File: config.mk
export PLATFORM = sky130hd
export DESIGN_NAME = spg_mark_mem
export DESIGN_NICKNAME = d
export VERILOG_FILES = /design/src/rtl/scatter_point_grid_plotter_assert.svh /design/src/rtl/spg_pkg.sv /design/src/rtl/spg_mark_mem.sv
export SDC_FILE = /design/constraint.sdc
export NUM_CORES = 2
export LEC_CHECK = 0
export BUFFER_PORTS_ARGS = -buffer_cell sky130_fd_sc_hd__buf_4
export CORE_AREA = 2 2 649 781
export DETAILED_ROUTE_END_ITERATION = 8
export DIE_AREA = 0 0 651 783
export PLACE_DENSITY = 0.44
export SYNTH_ARGS = -nofsm -noshare
export SYNTH_HDL_FRONTEND = slang
export SYNTH_SLANG_ARGS = --single-unit
File: constraint.sdc
create_clock -name i_clk -period 13.35 [get_ports i_clk]
set_clock_uncertainty 0.05 [all_clocks]
set_input_delay 2.67 -clock i_clk [delete_from_list [all_inputs] [get_ports i_clk]]
set_output_delay 2.67 -clock i_clk [all_outputs]
set_load 0.03 [all_outputs]
File: src/rtl/scatter_point_grid_plotter_assert.svh
// ---------------------------------------------------------------------------
// scatter point grid plotter assertion macros
// shared property shorthands for the plotter modules
// ---------------------------------------------------------------------------
`ifndef SCATTER_POINT_GRID_PLOTTER_ASSERT_SVH
`define SCATTER_POINT_GRID_PLOTTER_ASSERT_SVH

// same-cycle implication, disabled while reset is held
`define SPG_ASSERT(label, clk, rst_n, ante, cons, msg) \
    label: assert property (@(posedge clk) disable iff (!(rst_n)) (ante) |-> (cons)) \
        else $error(msg);

// next-cycle implication, disabled while reset is held
`define SPG_ASSERT_NEXT(label, clk, rst_n, ante, cons, msg) \
    label: assert property (@(posedge clk) disable iff (!(rst_n)) (ante) |=> (cons)) \
        else $error(msg);

`endif

File: src/rtl/spg_pkg.sv
// ---------------------------------------------------------------------------
// spg_pkg
// types, sizes and character codes of the scatter point grid plotter
// ---------------------------------------------------------------------------
`default_nettype none

package spg_pkg;

    // grid bounds
    localparam int MAX_COLS  = 60;
    localparam int MAX_ROWS  = 64;
    localparam int ROW_W     = MAX_COLS;
    localparam int ROW_AW    = $clog2(MAX_ROWS);
    localparam int COL_AW    = 6;
    localparam int COLS_W    = 6;
    localparam int ROWS_W    = 7;
    localparam int LINE_W    = 7;

    // scaling divider
    localparam int QUO_W     = 6;
    localparam int STEP_W    = $clog2(QUO_W);
    localparam int PROD_W    = 32 + QUO_W;
    localparam int REM_W     = PROD_W + 2;

    // configuration register indexes
    localparam int CFG_IDX_W = 3;
    localparam logic [CFG_IDX_W-1:0] REG_MIN_X = 3'd0;
    localparam logic [CFG_IDX_W-1:0] REG_MAX_X = 3'd1;
    localparam logic [CFG_IDX_W-1:0] REG_MIN_Y = 3'd2;
    localparam logic [CFG_IDX_W-1:0] REG_MAX_Y = 3'd3;
    localparam logic [CFG_IDX_W-1:0] REG_COLS  = 3'd4;
    localparam logic [CFG_IDX_W-1:0] REG_ROWS  = 3'd5;
    localparam logic [CFG_IDX_W-1:0] REG_MARK  = 3'd6;
    localparam logic [CFG_IDX_W-1:0] REG_BLANK = 3'd7;

    // operations
    localparam logic [1:0] OP_CLEAR = 2'd0;
    localparam logic [1:0] OP_PLOT  = 2'd1;
    localparam logic [1:0] OP_EMIT  = 2'd2;

    // character codes
    localparam logic [7:0] CHAR_PLUS = 8'd43;
    localparam logic [7:0] CHAR_DASH = 8'd45;
    localparam logic [7:0] CHAR_BAR  = 8'd124;
    localparam logic [7:0] CHAR_NL   = 8'd10;

    typedef struct packed {
        logic [1:0]         operation;
        logic signed [31:0] point_x;
        logic signed [31:0] point_y;
    } t_in_word;

    typedef struct packed {
        logic [7:0] text_char;
        logic       line_end;
        logic       frame_end;
    } t_out_word;

    typedef struct packed {
        logic             start;
        logic [31:0]      num;
        logic [31:0]      den;
        logic [QUO_W-1:0] nm1;
    } t_scale_req;

    typedef struct packed {
        logic              clear;
        logic              rd_en;
        logic [ROW_AW-1:0] rd_addr;
        logic              wr_en;
        logic [ROW_AW-1:0] wr_addr;
        logic [ROW_W-1:0]  wr_data;
    } t_mem_req;

endpackage

`default_nettype wire

File: src/rtl/spg_mark_mem.sv
// ---------------------------------------------------------------------------
// spg_mark_mem
// cell mark store: one row word per grid row, per-row valid bits for clear
// ---------------------------------------------------------------------------
`default_nettype none

module spg_mark_mem
    import spg_pkg::*;
(
    input  wire logic             i_clk,
    input  wire logic             i_rst_n,
    input  wire t_mem_req         i_req,
    output logic [ROW_W-1:0]      o_rd_data
);

    logic [ROW_W-1:0]    r_mem [MAX_ROWS];
    logic [MAX_ROWS-1:0] r_valid;
    logic [ROW_W-1:0]    r_rd_data;
    logic                r_rd_vld;

    // valid bits: a row never written since clear reads as empty
    always_ff @(posedge i_clk) begin
        if (!i_rst_n) begin
            r_valid  <= '0;
            r_rd_vld <= 1'b0;
        end else begin
            if (i_req.clear) begin
                r_valid <= '0;
            end else if (i_req.wr_en) begin
                r_valid[i_req.wr_addr] <= 1'b1;
            end
            if (i_req.rd_en) begin
                r_rd_vld <= r_valid[i_req.rd_addr];
            end
        end
    end

    always_ff @(posedge i_clk) begin
        if (i_req.wr_en) begin
            r_mem[i_req.wr_addr] <= i_req.wr_data;
        end
    end

    always_ff @(posedge i_clk) begin
        if (i_req.rd_en) begin
            r_rd_data <= r_mem[i_req.rd_addr];
        end
    end

    assign o_rd_data = r_rd_vld ? r_rd_data : '0;

endmodule

`default_nettype wire

==> metrics.md <==
| Metric | Value |
|---|---|
| Die width | `~650 um` |
| Final Hold Viols | `0` |
| Boundary Pins | `between 100 and 150` |
| Period utilisation layout | `0.451` |
| Die ar. | `around 500,000 um2` |
| Pre-CTS setup slack | `~6.2 ns` |
| Seq cells post-synth | `~4,000` |
| Remaining DRCs | `0` |
| Startpoint types | `primary input` |
| Post-CTS Setup Bufs | `0` |
| Register area share after synthesis | `0.788` |
| Most frequent cells in the layout | `3,900 x edfxtp_1, 1,238 x mux4_2, 394 x clkbuf_16, 325 x buf_4, 105 x clkinv_1` |
| Synth warn | `0` |
| CTS tree | `yes` |
| Largest net degree at the start of global routing | `approximately 120` |
| Share of cells above drive strength 1 | `0.329` |
| Syn avg cell area | `between 20 and 30 um2` |
| Vias in the first global route | `between 70,000 and 80,000` |
| RSZ-0062 raised after global routing | `false` |
| Num CTS Buffers | `393` |
| Cell total after placement | `between 10,000 and 15,000` |
| Routed vias/inst | `roughly 5.2` |
| Post-synth ARST share | `0` |
| Distinct cells, synth | `34` |
| Delay-heaviest family, CP | `buffers and inverters` |
| Slowest cell on the critical path | `buf_4` |
| Antenna violations before repair | `52` |
| First-pass GRT wire length | `between 600,000 and 700,000 um` |
| CP Max Fanout | `74` |
| Synth top area share | `0.780` |
| Endpoint type of the worst setup path | `register` |
| Fin Hold WS | `roughly 0.41 ns` |
| Hold-fix buffers, CTS | `0` |
| Detail Placement HPWL | `approximately 240,000 um` |
| Cell count after synthesis | `slightly below 6,000` |
| Post-synth EDFFs | `~3,900` |
| H-tree Lvls | `5` |
| Area Growth Syn to Fin | `15.0%` |
| CTS clk-pin slew, worst paths | `around 0.060 ns` |
| Top post-synthesis cells by area | `edfxtp_1 78%, mux4_2 19%, dfxtp_1 0.87%` |
| Initial core utilization | `0.299` |
| Initial drt markers | `~7,400` |
| Die height | `783 um` |
| Leak | `approximately 0.052 uW` |
| Run status | `completed` |
| Synthesized net count | `about 6,000` |
| Tot GR Track Use | `0.182` |
| Register area | `approximately 120,000 um2` |
| Headroom to the max-slew limit | `0.182` |
| Final setup margin | `approximately 7.3 ns` |
| Via count | `68,795` |
| Clock latency on the worst-skew pair | `roughly 0.98 ns` |
| Placeable Area | `approximately 500,000 um2` |
| Yosys top cell by area | `edfxtp_1` |
| Synthesized area | `between 150,000 and 200,000 um2` |
| Highest Clock Rate | `between 0.15 and 0.2 GHz` |
| Worst vdd ir | `approximately 0.097 mV` |
| TritonRoute pass-1 iters | `7` |
| Worst-margin pin slew | `between 1 and 1.5 ns` |
| Core Util, Final | `0.344` |
| Final non-filler cell total | `13,283` |
| Top FF cell, synth | `edfxtp_1` |
| CTS root buf | `clkbuf_16` |
| Nets | `6,402` |
| Largest stage delay, worst path | `approximately 0.93 ns` |
| Crit path DAT | `approximately 6.7 ns` |
| Post-CTS Resized | `0` |
| Routed Antenna Nets | `0` |
| Commonest non-fill, non-tap cell in the layout | `edfxtp_1` |
| Setup TNS | `0 ns` |
| PwrDens | `approximately 150 nW/um2` |
| Fillcell total | `46,157` |
| Tmin final | `about 6 ns` |
| Multi-input gate area in the final layout | `between 30,000 and 40,000 um2` |
| PortBufs | `around 140` |
| CP bufs+invs | `3` |
| CP required | `between 10 and 15 ns` |
| Worst hold-check path type | `reg -> reg` |
| GP Congestion | `between 0.7 and 0.8` |
| Overflow after GRT | `0` |
| Final setup violation count | `0` |
| Wirelength per Cell | `~35 um` |
| Maximum root-to-sink buffer count | `4` |
| Total wire length | `between 400,000 and 500,000 um` |
| Final slew viol count | `0` |
| Worst path cell trace | `buf_8, buf_4, buf_4, mux4_2, mux4_2, mux4_2` |
| Clk sinks | `3,965` |
| Max-cap violations | `0` |
| Num rows | `about 290` |
| Crit-path most repeated cell | `mux4_2` |
| CP Class | `in -> reg` |
[worst paths after layout]
check / start / end / slack, ns / cells past startpoint
worst max-delay path: i_req[69] / r_rd_data[52] / 7.32 / 6
worst min-delay path: r_valid[43] / r_valid[43] / 0.41 / 1
worst max register to register: r_mem[23][50] / r_rd_data[50] / 10.71 / 5
worst min register to register: r_valid[43] / r_valid[43] / 0.41 / 1
[routing by layer]
| metal | up-vias | GRT usage | share of wire |
|---|---|---|---|
| met2 | 2040 | 0.321 | 0.52 |
| met3 | 553 | 0.0265 | 0.053 |
| met1 | 39518 | 0.239 | 0.41 |
| met5 | - | 0 | 0.00018 |
| met4 | 14 | 0.0359 | 0.019 |
| li1 | 26670 | - | - |
[area by class of cell]
type | instances | share of cell area
clock buffer | 473 | 0.0589
antenna | 11 | 0.000159
multi-input combinational | 1619 | 0.179
sequential | 3965 | 0.686
timing repair buffer | 346 | 0.0164
clock inverter | 245 | 0.0121
tap | 6624 | 0.0480
[power breakdown]
part | switching (uW) | leakage (uW) | internal (uW)
clock | 4800 | 0.00598 | 5980
sequential | 43.6 | 0.0357 | 13800
combinational | 683 | 0.0108 | 481
[logic make-up after synthesis]
logic type | Yosys count | synth area share
AND/OR/NAND/NOR | 205 | 0.00715
multiplexers | 1288 | 0.189
AO/OA/AOI/OAI | 126 | 0.00628
flip-flops | 3965 | 0.788
buffers and inverters | 317 | 0.00935
[sequential cells by signal, summed over array words and instances (netlist names)]
signal	cells
r_mem	3840
r_rd_data	60
r_rd_vld	1
r_valid	64
[synth_stat cells, types with 17 or more instances]
cell and n:
and2_1 60, a211oi_1 24, mux2i_1 48, nor2_1 63
buf_1 38, dfxtp_1 65, edfxtp_1 3900, o21a_1 64
mux4_2 1238, buf_4 18, buf_2 93, nand2_1 17
nor2b_1 32, clkbuf_1 164
[stage by stage]
stage          cell area [um2]  power (uW)
6_report                173000       25800
5_1_grt                 173000       26500
4_1_cts                 173000       26100
3_5_place_dp            160000       15300
3_3_place_gp            160000       15300
2_1_floorplan           150000       14800
[worst register-to-register path, delay by kind of cell (launching register included)]
kind | cells | cell delay (ns)
flip-flops | 1 | 0.36
AO/OA/AOI/OAI | 2 | 0.81
AND/OR/NAND/NOR | 1 | 0.16
multiplexers | 2 | 0.97
Power figures use the tool's default switching activity.
