[src/rtl/scatter_point_grid_plotter_assert.svh]
// ---------------------------------------------------------------------------
// scatter point grid plotter assertion macros
// shared property shorthands for the plotter modules
// ---------------------------------------------------------------------------
`ifndef SCATTER_POINT_GRID_PLOTTER_ASSERT_SVH
`define SCATTER_POINT_GRID_PLOTTER_ASSERT_SVH

// same-cycle implication, disabled while reset is held
`define SPG_ASSERT(label, clk, rst_n, ante, cons, msg) \
    label: assert property (@(posedge clk) disable iff (!(rst_n)) (ante) |-> (cons)) \
        else $error(msg);

// next-cycle implication, disabled while reset is held
`define SPG_ASSERT_NEXT(label, clk, rst_n, ante, cons, msg) \
    label: assert property (@(posedge clk) disable iff (!(rst_n)) (ante) |=> (cons)) \
        else $error(msg);

`endif

[src/rtl/spg_pkg.sv]
// ---------------------------------------------------------------------------
// spg_pkg
// types, sizes and character codes of the scatter point grid plotter
// ---------------------------------------------------------------------------
`default_nettype none

package spg_pkg;

    // grid bounds
    localparam int MAX_COLS  = 60;
    localparam int MAX_ROWS  = 64;
    localparam int ROW_W     = MAX_COLS;
    localparam int ROW_AW    = $clog2(MAX_ROWS);
    localparam int COL_AW    = 6;
    localparam int COLS_W    = 6;
    localparam int ROWS_W    = 7;
    localparam int LINE_W    = 7;

    // scaling divider
    localparam int QUO_W     = 6;
    localparam int STEP_W    = $clog2(QUO_W);
    localparam int PROD_W    = 32 + QUO_W;
    localparam int REM_W     = PROD_W + 2;

    // configuration register indexes
    localparam int CFG_IDX_W = 3;
    localparam logic [CFG_IDX_W-1:0] REG_MIN_X = 3'd0;
    localparam logic [CFG_IDX_W-1:0] REG_MAX_X = 3'd1;
    localparam logic [CFG_IDX_W-1:0] REG_MIN_Y = 3'd2;
    localparam logic [CFG_IDX_W-1:0] REG_MAX_Y = 3'd3;
    localparam logic [CFG_IDX_W-1:0] REG_COLS  = 3'd4;
    localparam logic [CFG_IDX_W-1:0] REG_ROWS  = 3'd5;
    localparam logic [CFG_IDX_W-1:0] REG_MARK  = 3'd6;
    localparam logic [CFG_IDX_W-1:0] REG_BLANK = 3'd7;

    // operations
    localparam logic [1:0] OP_CLEAR = 2'd0;
    localparam logic [1:0] OP_PLOT  = 2'd1;
    localparam logic [1:0] OP_EMIT  = 2'd2;

    // character codes
    localparam logic [7:0] CHAR_PLUS = 8'd43;
    localparam logic [7:0] CHAR_DASH = 8'd45;
    localparam logic [7:0] CHAR_BAR  = 8'd124;
    localparam logic [7:0] CHAR_NL   = 8'd10;

    typedef struct packed {
        logic [1:0]         operation;
        logic signed [31:0] point_x;
        logic signed [31:0] point_y;
    } t_in_word;

    typedef struct packed {
        logic [7:0] text_char;
        logic       line_end;
        logic       frame_end;
    } t_out_word;

    typedef struct packed {
        logic             start;
        logic [31:0]      num;
        logic [31:0]      den;
        logic [QUO_W-1:0] nm1;
    } t_scale_req;

    typedef struct packed {
        logic              clear;
        logic              rd_en;
        logic [ROW_AW-1:0] rd_addr;
        logic              wr_en;
        logic [ROW_AW-1:0] wr_addr;
        logic [ROW_W-1:0]  wr_data;
    } t_mem_req;

endpackage

`default_nettype wire

[src/rtl/spg_scale.sv]
// ---------------------------------------------------------------------------
// spg_scale
// shared scaling unit: round(num*nm1/den) by multiply then restoring divide
// ---------------------------------------------------------------------------
`default_nettype none
`include "scatter_point_grid_plotter_assert.svh"

module spg_scale
    import spg_pkg::*;
(
    input  wire logic             i_clk,
    input  wire logic             i_rst_n,
    input  wire t_scale_req       i_req,
    output logic                  o_done,
    output logic [QUO_W-1:0]      o_quo
);

    logic              r_busy;
    logic              r_load;
    logic              r_done;
    logic [STEP_W-1:0] r_step;
    logic [31:0]       r_num;
    logic [31:0]       r_den;
    logic [QUO_W-1:0]  r_nm1;
    logic [REM_W-1:0]  r_rem;
    logic [QUO_W-1:0]  r_quo;

    logic [PROD_W-1:0] w_prod;
    logic [REM_W-1:0]  w_trial;
    logic              w_fit;

    assign w_prod  = PROD_W'(r_num) * PROD_W'(r_nm1);
    // divisor is 2*den, weighted by the quotient bit under test
    assign w_trial = {{(REM_W-33){1'b0}}, r_den, 1'b0} << r_step;
    assign w_fit   = (r_rem >= w_trial);

    always_ff @(posedge i_clk) begin
        if (!i_rst_n) begin
            r_busy <= 1'b0;
            r_load <= 1'b0;
            r_done <= 1'b0;
        end else begin
            r_done <= 1'b0;
            if (i_req.start) begin
                r_busy <= 1'b1;
                r_load <= 1'b1;
            end else if (r_busy && r_load) begin
                r_load <= 1'b0;
            end else if (r_busy && r_step == '0) begin
                r_busy <= 1'b0;
                r_done <= 1'b1;
            end
        end
    end

    always_ff @(posedge i_clk) begin
        if (i_req.start) begin
            r_num <= i_req.num;
            r_den <= i_req.den;
            r_nm1 <= i_req.nm1;
            r_quo <= '0;
        end else if (r_busy && r_load) begin
            // dividend 2*num*nm1 + den gives rounding with halves up
            r_rem  <= {1'b0, w_prod, 1'b0} + REM_W'(r_den);
            r_step <= STEP_W'(QUO_W - 1);
        end else if (r_busy) begin
            if (w_fit) begin
                r_rem         <= r_rem - w_trial;
                r_quo[r_step] <= 1'b1;
            end
            r_step <= r_step - 1'b1;
        end
    end

    assign o_done = r_done;
    assign o_quo  = r_quo;

    `SPG_ASSERT(a_quo_in_grid, i_clk, i_rst_n, r_done, r_quo <= r_nm1, "quotient beyond grid")
    `SPG_ASSERT(a_start_when_free, i_clk, i_rst_n, i_req.start, !r_busy, "start while busy")

endmodule

`default_nettype wire

[config.mk]
export PLATFORM = sky130hd
export DESIGN_NAME = spg_scale
export DESIGN_NICKNAME = d
export VERILOG_FILES = /design/src/rtl/spg_pkg.sv /design/src/rtl/spg_scale.sv
export VERILOG_INCLUDE_DIRS = /design/src /design/src/rtl
export SDC_FILE = /design/constraint.sdc
export NUM_CORES = 1
export LEC_CHECK = 0
export BUFFER_PORTS_ARGS = -buffer_cell sky130_fd_sc_hd__buf_2
export CELL_PAD_IN_SITES_DETAIL_PLACEMENT = 0
export CELL_PAD_IN_SITES_GLOBAL_PLACEMENT = 1
export CORE_MARGIN = 5
export CORE_UTILIZATION = 32
export DETAILED_ROUTE_END_ITERATION = 8
export MAX_ROUTING_LAYER = met4
export PLACE_DENSITY_LB_ADDON = 0.1
export SLEW_MARGIN = 30
export SYNTH_ARGS = -nofsm -noshare
export SYNTH_HDL_FRONTEND = slang
export SYNTH_SLANG_ARGS = --single-unit
[constraint.sdc]
create_clock -name i_clk -period 9.9 [get_ports i_clk]
set_clock_uncertainty 0.05 [all_clocks]
set_input_delay 0 -clock i_clk [delete_from_list [all_inputs] [get_ports i_clk]]
set_output_delay 0 -clock i_clk [all_outputs]
set_load 0.01 [all_outputs]
==> summary.md <==
| Metric | Value |
|---|---|
| Status | `finished, final reports clean` |
| Area of the multi-input gates | `10820 um^2` |
| Die width | `about 230 um` |
| RSZ-0062 raised after global routing | `false` |
| Drt wl/cell | `between 15 and 20 um` |
| DRC Markers | `0` |
| Synthesis-to-finish area growth | `15.64%` |
| Seq/Total Area, Yosys | `23.38%` |
| Synth unique cells | `81` |
| CP top delay family | `compound AO/OA/AOI/OAI gates` |
| CP max stage cell | `edfxtp_1` |
| Layout cells sized above 1 | `about 10%` |
| Internal Power | `between 2 and 3 mW` |
| Slew headroom | `a little over half` |
| Setup Crit Path Kind | `register to register` |
| Sw power | `between 3 and 4 mW` |
| Synthesized flop and latch total | `approximately 120` |
| CP max FO | `19` |
| Syn_area_per_cell | `~9.3 um^2` |
| Warnings from Yosys | `0` |
| Ports | `80` |
| Worst vdd ir | `between 150 and 200 uV` |
| Fin. Hold Viols | `0` |
| First-pass GRT wire length | `roughly 71000 um` |
| Clock Path Buffers | `2` |
| Design Power | `between 5 and 6 mW` |
| Aggregate global-route resource usage | `17.61%` |
| Antenna Cells | `0` |
| CTS Buf Count | `17` |
| Post-route setup TNS | `0 ns` |
| Final hold slack | `0.1748 ns` |
| Worst Hold Class | `input port to register` |
| Clock network fraction of total power | `a little over a tenth` |
| Number of gates resized after CTS | `0` |
| Max frequency | `about 130 MHz` |
| Final #Nets | `around 2100` |
| Setup crit end kind | `register` |
| Post-synthesis net count | `1970` |
| Final Instance Count excl. Fillers | `~2400` |
| TritonCTS clock tree | `yes` |
| TritonCTS Sinks | `between 100 and 150` |
| Fin. max-slew vios | `0` |
| Crit-path most repeated cell | `fa_1` |
| Routed Antenna Nets | `0` |
| Worst endpoint required time | `~10 ns` |
| Crit share post-route | `~77%` |
| Routed vias/inst | `5.000` |
| Yosys top cell area share | `between 20 and 25%` |
| Root Buffer | `clkbuf_16` |
| DP HPWL | `~34000 um` |
| Total congestion overflow | `0` |
| Dpl cells | `2299` |
| Site Rows | `80` |
| Vias in the first global route | `about 13000` |
| Seq. cell area | `approximately 3600 um^2` |
| Die area | `around 52000 um^2` |
| Leak Pwr | `between 7 and 8 nW` |
| Worst path bufs/invs | `3` |
| Layout fillers | `4923` |
| Combinational share of power | `77.5%` |
| Post-synth top area cell | `edfxtp_1` |
| Crit path DAT | `7.81 ns` |
| Synth Flop Type | `edfxtp_1` |
| Initial Util | `32.21%` |
| CTS H-tree depth | `4` |
| Final setup fails | `0` |
| WL final | `roughly 43000 um` |
| Max incr delay on CP | `about 0.63 ns` |
| Post-CTS Setup Bufs | `0` |
| Placer Congestion | `a little over 0.8` |
| Pwr Density | `336.0 nW/um^2` |
| Die height | `~230 um` |
| Dominant cells by area after synthesis | `edfxtp_1, fa_1, ha_1, and2_1, inv_1` |
| First-pass DRT Iterations | `5` |
| Post-synthesis cell area | `about 15000 um^2` |
| Switch share | `around half` |
| Core box area | `~47000 um^2` |
| Via count | `about 12000` |
| Min Tclk post-route | `about 7.6 ns` |
| EDFF count, synth | `~110` |
| Ys async rst share | `0%` |
| Initial antenna violation count | `0` |
| Buffers added on ports | `79` |
| Skew-Pair Late Insertion Delay | `between 0.4 and 0.5 ns` |
| Worst-path clk slew | `approximately 0.070 ns` |
| Post-Synthesis Cells | `approximately 1700` |
| Initial DRC Count | `503` |
| Crit path launch type | `register` |
| Pin count of the biggest net entering global routing | `48` |
| Max-capacitance violation count | `0` |
| Flop pwr share | `between 10 and 15%` |
| Least-Margin Pin Slew | `~0.70 ns` |
-- cells in the final DEF (no fill, tap or decap), types with 48 or more instances in the layout --
master and count:
inv_1 175, nand2_1 150, and2_1 143, ha_1 124, fa_1 122, a21oi_1 121, edfxtp_1 113, nor2_1 82
buf_2 78, dlygate4sd3_1 72, o21ai_0 61, a21o_1 58, xnor2_1 48
-- timing repair --
item / 4_1_cts / 5_1_grt
endpoints found under the hold margin: 97 / 0
setup endpoints to repair: 0 / 0
hold buffers: 72 / 0
-- cell families after synthesis --
group | share of synthesized area [%]
AND/OR/NAND/NOR | 16.26
flip-flops | 23.38
multiplexers | 5.567
buffers and inverters | 5.870
XOR/XNOR | 5.445
AO/OA/AOI/OAI | 17.34
adder cells (fa/ha/maj) | 26.13
-- worst paths after layout --
kind              from         to  slack, ns  cells past startpoint
min          i_req[48]  r_num[10]       0.17                      2
max reg2reg   r_nm1[4]  r_rem[38]       2.27                     28
max           r_nm1[4]  r_rem[38]       2.27                     28
min reg2reg   o_quo[3]   o_quo[3]       0.40                      2
-- synthesized netlist by cell type, types with 44 or more instances --
cell	n
xor2_1	47
clkbuf_1	44
a21o_1	58
fa_1	122
inv_1	175
nor2_1	82
o21ai_0	61
edfxtp_1	113
nand2_1	150
ha_1	124
xnor2_1	48
a21oi_1	121
and2_1	143
-- cell type report --
| cell class | instances | area share (%) |
|---|---|---|
| well taps | 615 | 4.354 |
| flip-flops and latches | 122 | 20.22 |
| multi-input cells | 1295 | 61.24 |
| clock buffers | 22 | 2.747 |
| inverters | 176 | 3.738 |
| repair buffers | 165 | 7.101 |
| clock inverters | 10 | 0.5947 |
-- sequential cells by signal, indices dropped and copies added, names as in the netlist --
signal  cells
o_quo       6
r_rem      40
r_busy      1
r_den      32
r_step      3
r_load      1
r_num      32
o_done      1
r_nm1       6
-- per-stage QoR --
step / area [um^2] / util [%] / worst slack [ns]
2_1_floorplan: 15280 / - / 3.097
3_3_place_gp: 16310 / 34.37 / 2.125
3_5_place_dp: 16320 / 34.39 / 2.050
4_1_cts: 17630 / 37.16 / 2.025
5_1_grt: 17670 / 37.25 / 1.700
6_report: 17670 / 37.25 / 2.267
-- metal layers --
metal	GRT usage, %	vias up	part of all wire, %
met3	2.634	35	2.5
met4	4.443	0	1.5
met2	27.89	148	46
met1	23.87	5836	50
met5	-	-	0
li1	-	6005	-
-- power by group through the flow --
stage	Clock [mW]	Sequential, mW	Combinational (mW)
floorplan	0	0.675	3.51
global placement	0	0.704	4.57
detailed placement	0	0.702	4.56
CTS	0.673	0.692	4.61
global route	0.689	0.695	5.17
finish	0.647	0.689	4.60
Power figures use the tool's default switching activity.
